**src/hw/rtl/prs_pkg.sv**
```systemverilog
// ---------------------------------------------------------------------------
// prs_pkg
// Shared constants, command codes and control structs of the route search.
// ---------------------------------------------------------------------------
package prs_pkg;

    localparam int MAX_PASSENGERS = 11;
    localparam int DIST_BITS      = 16;
    localparam int NUM_POINTS     = 2 * MAX_PASSENGERS + 1;
    localparam int RAM_DEPTH      = NUM_POINTS * NUM_POINTS;
    localparam int ADDR_BITS      = $clog2(RAM_DEPTH);
    localparam int PT_BITS        = 5;
    localparam int CNT_BITS       = 4;
    localparam int COST_BITS      = 21;
    localparam int IDX_BITS       = 4;

    localparam logic [COST_BITS-1:0] COST_MAX   = {COST_BITS{1'b1}};
    localparam logic [ADDR_BITS-1:0] PT_STRIDE  = ADDR_BITS'(NUM_POINTS);
    localparam logic [PT_BITS-1:0]   PT_LIMIT   = PT_BITS'(NUM_POINTS);
    localparam logic [CNT_BITS-1:0]  N_LIMIT    = CNT_BITS'(MAX_PASSENGERS);

    localparam logic [IDX_BITS-1:0]  REG_PASSENGERS = 4'd0;
    localparam logic [IDX_BITS-1:0]  REG_SEATS      = 4'd1;

    localparam logic KIND_LOAD  = 1'b0;
    localparam logic KIND_START = 1'b1;

    typedef enum logic [3:0] {
        OP_NONE,
        OP_WRITE,
        OP_SCAN_INIT,
        OP_SCAN_RD,
        OP_SCAN_CMP,
        OP_SRCH_INIT,
        OP_POP,
        OP_ADV,
        OP_EVAL_RD,
        OP_COMMIT,
        OP_LEAF_RD,
        OP_LEAF_CMP,
        OP_FINISH
    } op_t;

    typedef struct packed {
        op_t op;
    } cmd_t;

    typedef struct packed {
        logic scan_done;
        logic n_zero;
        logic idx_over;
        logic depth_one;
        logic can_pick;
        logic can_drop;
        logic go_leaf;
    } sts_t;

endpackage

```
**src/hw/rtl/prs_ctrl.sv**
```systemverilog
// ---------------------------------------------------------------------------
// prs_ctrl
// Sequencer of the search: matrix scan, depth-first walk, result hand-off.
// ---------------------------------------------------------------------------
module prs_ctrl (
    input  logic          clk,
    input  logic          rst_n,
    input  logic          in_valid,
    output logic          in_ready,
    input  logic          in_kind,
    output logic          out_valid,
    input  logic          out_ready,
    output prs_pkg::cmd_t cmd,
    input  prs_pkg::sts_t sts
);

    typedef enum logic [2:0] {
        S_IDLE,
        S_SCAN_RD,
        S_SCAN_CMP,
        S_INIT,
        S_EVAL,
        S_COMMIT,
        S_LEAF_RD,
        S_LEAF_CMP
    } state_t;

    localparam state_t S_DONE_ALIAS = S_IDLE;

    state_t state_reg, state_next;
    logic   out_valid_reg, out_valid_next;
    logic   done_reg, done_next;

    assign in_ready = (state_reg == S_IDLE) && !done_reg;

    always_comb
    begin
        state_next     = state_reg;
        done_next      = done_reg;
        out_valid_next = out_valid_reg && !out_ready;
        cmd.op         = prs_pkg::OP_NONE;
        unique case (state_reg)
            S_IDLE:
            begin
                if (done_reg)
                begin
                    if (!out_valid_reg || out_ready)
                    begin
                        cmd.op         = prs_pkg::OP_FINISH;
                        out_valid_next = 1'b1;
                        done_next      = 1'b0;
                    end
                end
                else if (in_valid)
                begin
                    if (in_kind == prs_pkg::KIND_START)
                    begin
                        cmd.op     = prs_pkg::OP_SCAN_INIT;
                        state_next = S_SCAN_RD;
                    end
                    else
                    begin
                        cmd.op = prs_pkg::OP_WRITE;
                    end
                end
            end
            S_SCAN_RD:
            begin
                cmd.op     = prs_pkg::OP_SCAN_RD;
                state_next = S_SCAN_CMP;
            end
            S_SCAN_CMP:
            begin
                cmd.op = prs_pkg::OP_SCAN_CMP;
                if (!sts.scan_done)
                begin
                    state_next = S_SCAN_RD;
                end
                else if (sts.n_zero)
                begin
                    state_next = S_DONE_ALIAS;
                    done_next  = 1'b1;
                end
                else
                begin
                    state_next = S_INIT;
                end
            end
            S_INIT:
            begin
                cmd.op     = prs_pkg::OP_SRCH_INIT;
                state_next = S_EVAL;
            end
            S_EVAL:
            begin
                if (sts.idx_over)
                begin
                    cmd.op = prs_pkg::OP_POP;
                    if (sts.depth_one)
                    begin
                        state_next = S_DONE_ALIAS;
                        done_next  = 1'b1;
                    end
                end
                else if (sts.can_pick || sts.can_drop)
                begin
                    cmd.op     = prs_pkg::OP_EVAL_RD;
                    state_next = S_COMMIT;
                end
                else
                begin
                    cmd.op = prs_pkg::OP_ADV;
                end
            end
            S_COMMIT:
            begin
                cmd.op     = prs_pkg::OP_COMMIT;
                state_next = sts.go_leaf ? S_LEAF_RD : S_EVAL;
            end
            S_LEAF_RD:
            begin
                cmd.op     = prs_pkg::OP_LEAF_RD;
                state_next = S_LEAF_CMP;
            end
            S_LEAF_CMP:
            begin
                cmd.op     = prs_pkg::OP_LEAF_CMP;
                state_next = S_EVAL;
            end
            default:
            begin
                state_next = S_IDLE;
            end
        endcase
    end

    always_ff @(posedge clk or negedge rst_n)
    begin
        if (!rst_n)
        begin
            state_reg     <= S_IDLE;
            out_valid_reg <= 1'b0;
            done_reg      <= 1'b0;
        end
        else
        begin
            state_reg     <= state_next;
            out_valid_reg <= out_valid_next;
            done_reg      <= done_next;
        end
    end

    assign out_valid = out_valid_reg;

`ifndef SYNTH
    a_busy_no_accept: assert property (@(posedge clk) disable iff (!rst_n)
        (state_reg != S_IDLE) |-> !in_ready)
        else $error("input accepted during search");
    a_result_source: assert property (@(posedge clk) disable iff (!rst_n)
        $rose(out_valid_reg) |-> $past(done_reg))
        else $error("result raised without finished search");
    a_done_idle: assert property (@(posedge clk) disable iff (!rst_n)
        done_reg |-> (state_reg == S_IDLE))
        else $error("finished flag outside idle state");
`endif

endmodule

```
**config.mk**
```make
export PLATFORM = sky130hd
export DESIGN_NAME = prs_ctrl
export DESIGN_NICKNAME = d
export VERILOG_FILES = /design/src/hw/rtl/prs_pkg.sv /design/src/hw/rtl/prs_ctrl.sv
export SDC_FILE = /design/constraint.sdc
export NUM_CORES = 1
export LEC_CHECK = 0
export BUFFER_PORTS_ARGS = -buffer_cell sky130_fd_sc_hd__clkbuf_2
export CORE_AREA = 8 8 45 47
export CTS_CLUSTER_SIZE = 30
export DETAILED_ROUTE_END_ITERATION = 8
export DIE_AREA = 0 0 53 55
export PLACE_DENSITY_LB_ADDON = 0.15
export SYNTH_ARGS = -nofsm -noshare
export SYNTH_HDL_FRONTEND = slang
export SYNTH_SLANG_ARGS = --single-unit
```
**constraint.sdc**
```tcl
create_clock -name clk -period 1.3 [get_ports clk]
set_input_delay 0.325 -clock clk [delete_from_list [all_inputs] [get_ports clk]]
set_output_delay 0.325 -clock clk [all_outputs]
set_load 0.05 [all_outputs]
```
==> impl_metrics.tcl <==
set metrics [dict create \
    outcome "finished, violations left" \
    violations "setup timing" \
    grt_first_pass_wirelength_um 2235 \
    cp.buffers_inverters 3 \
    ir_worst_vdd_uv 1069 \
    drt-pass1-iter-count 2 \
    synth-adder-area-share_pct 0 \
    overflow 0 \
    fin_crit_sh_pct 130.9 \
    muxShareOfSynthArea_pct 2.273 \
    cts.sinks 5 \
    yosysWarnings 0 \
    via_count 491 \
    coreArea_um2 1384 \
    clock_latency_ps 240 \
    cts_root_buf "clkbuf_4" \
    portBuffers 17 \
    place.detailed.hpwl_um 1053 \
    path_cells "buf_6, o31ai_4, buf_4, o22a_4, buf_12" \
    cts_buffers 3 \
    synth_compound_gate_area_share_pct 32.95 \
    clock_path_buffers 2 \
    worstMarginPinSlew_ps 277.7 \
    pre_cts_ws_ps -334.4 \
    nets 95 \
    p_per_area_nw_per_um2 2440 \
    cts.clk_slew.worst_paths_ps 40 \
    syn_area_per_cell_um2 9.371 \
    die_width_um 53 \
    cp.required_ps 980 \
    diodes 0 \
    crit_fanout 5 \
    synth_top_family_by_area "compound AO/OA/AOI/OAI gates" \
    hold_class "in2reg" \
    ys_ff_latch 5 \
    leakage_nw 0.3656 \
    fin_skew_ps 1.634 \
    grtUsageTotal_pct 10.20 \
    htree_levels 1 \
    wire_per_inst_um 13.53 \
    synth_cell_types 29 \
    drt_first_iter_violations 5 \
    setup_ws_ps -401.1 \
    worst_ep_arrival_time_ps 1380 \
    antenna_found_initial 0 \
    cts_tree "done" \
    core.rowCount 14 \
    drc 0 \
    cp-start-kind "flip-flop" \
    hold_viol 0 \
    die_area_um2 2915 \
    synth-xor-area-share_pct 0 \
    drive_gt1_share_pct 68.29 \
    start_util_pct 31.83 \
    fmax_mhz 587.8 \
    synth_cells 47 \
    setup_violations 5 \
    grt_pass1_vias 525 \
    die_h_um 55 \
    finalMaxSlewViolations 0 \
    syn_nets 59 \
    vias_per_cell 5.010 \
    num_io_pins 18 \
    grt_max_degree 10 \
    max_slew_margin_pct 81.57 \
    syn_to_final_growth_pct 93.75 \
    worstSetupPathType "reg2out" \
    endpoint_kind "output port" \
    design_area_um2 853.3 \
    gp_congestion 0.7927 \
    routed_wl_um 1326 \
    ys_seq_area_share_pct 28.41 \
    min_period_ps 1701 \
    netlist_area_um2 440.4 \
    crit_path_max_incr_delay_ps 410 \
    cp_top_family "buffers and inverters" \
    fillCellCount 118 \
    ant_nets 0 \
    largest_reg_flops 3 \
    place_area_um2 735.7 \
    synthSimpleGateAreaFrac_pct 26.70 \
    cap_violations 0 \
    cp_slowest_cell "dfrtp_1" \
    rsz0062_at_grt "yes" \
]
worst register-to-register path, stage by stage, from the launching register on:
cell and delay (ps):
dfrtp_1 420, buf_4 180, a21boi_2 160, o311ai_1 240
nand3_1 120
power by group:
group          internal, mW  switching [mW]  leakage, nW  total, mW
Clock                 0.116          0.0652       0.0150      0.181
Sequential            0.213          0.0684       0.0602      0.281
Combinational         0.790           0.830        0.290       1.62
cell families (layout without fill, tap and decap cells):
logic type	count (synthesis)	in the layout
AOI/OAI and AO/OA	17	17
buffers and inverters	6	41
DFF	5	5
muxes	1	1
and+or+nand+nor	18	18
cell usage after synthesis (all sizes together):
cell type	count	area share, %
o31ai	2	6.5
o211ai	1	1.7
or2b	1	2.0
o22a	2	4.0
o311ai	1	2.0
nor2	2	1.7
nor2b	1	1.4
buf	3	6.8
o21ba	1	3.7
nor3	1	1.1
nand3b	3	5.1
clkinv	1	1.1
nand2	2	1.7
nand4b	1	2.0
nand3	2	2.3
inv	2	1.7
o41ai	1	3.7
a21boi	2	3.4
and3b	1	2.0
nor4	1	1.4
a21oi	4	4.5
mux2i	1	2.3
nor4b	1	2.0
dfrtp	5	28
nand4bb	1	2.6
o21ai	3	3.4
nand4	1	1.4
path summary, 6_finish.rpt:
check	start	end	slack, ps	cells past startpoint
max	state_reg[2]	cmd[1]	-400	5
min	sts[0]	state_reg[1]	370	3
max reg2reg	state_reg[2]	done_reg	50	4
min reg2reg	state_reg[2]	out_valid	690	2
max in group asynchronous	rst_n	state_reg[1]	720	2
min in group asynchronous	rst_n	state_reg[0]	430	2
placed cells by master, fill, tap and decap left out, types with 2 or more instances in the layout:
cell type / instances
inv_1: 2
buf_6: 3
nand3b_1: 3
a21oi_1: 2
dfrtp_2: 4
nand2_1: 2
a21oi_2: 2
o31ai_4: 2
clkbuf_2: 12
o21ai_1: 2
clkbuf_4: 3
buf_12: 4
buf_4: 13
per-stage QoR:
stage          total power [mW]  util [%]  TNS (ps)  instances  hold WS [ps]
3_5_place_dp              1.759     53.16     -1221         88         143.1
4_1_cts                   2.053     60.40     -1947         98         357.0
3_3_place_gp              1.763     53.16     -1166         88         141.4
5_1_grt                   2.200     61.66     -2147         98         396.5
2_1_floorplan             1.205         -     -1233         47         29.41
6_report                  2.082     61.66     -1853         98         366.5
routing by layer:
metal | up-vias | global-route usage, % | routed length [µm]
met5 | - | 0 | 0
met1 | 226 | 11.21 | 570
met4 | 0 | 3.879 | 0
li1 | 254 | - | -
met3 | 0 | 2.674 | 54
met2 | 11 | 18.36 | 701
repair_timing:
item / CTS / global route
hold buffers: 1 / 0
pin swaps: 4 / 2
gates resized for setup: 6 / 7
setup buffers: 5 / 0
endpoints found under the hold margin: 5 / 0
endpoints found under the setup margin: 5 / 7
final cells by class:
class	instances	area (µm²)	area share (%)
timing repair buffer	34	296.5	34.75
tap	16	20.02	2.346
sequential	5	130.1	15.25
clock buffer	4	26.28	3.079
multi-input combinational	36	367.9	43.11
inverter	3	12.51	1.466
No activity file was read; power rests on OpenSTA's default activity.
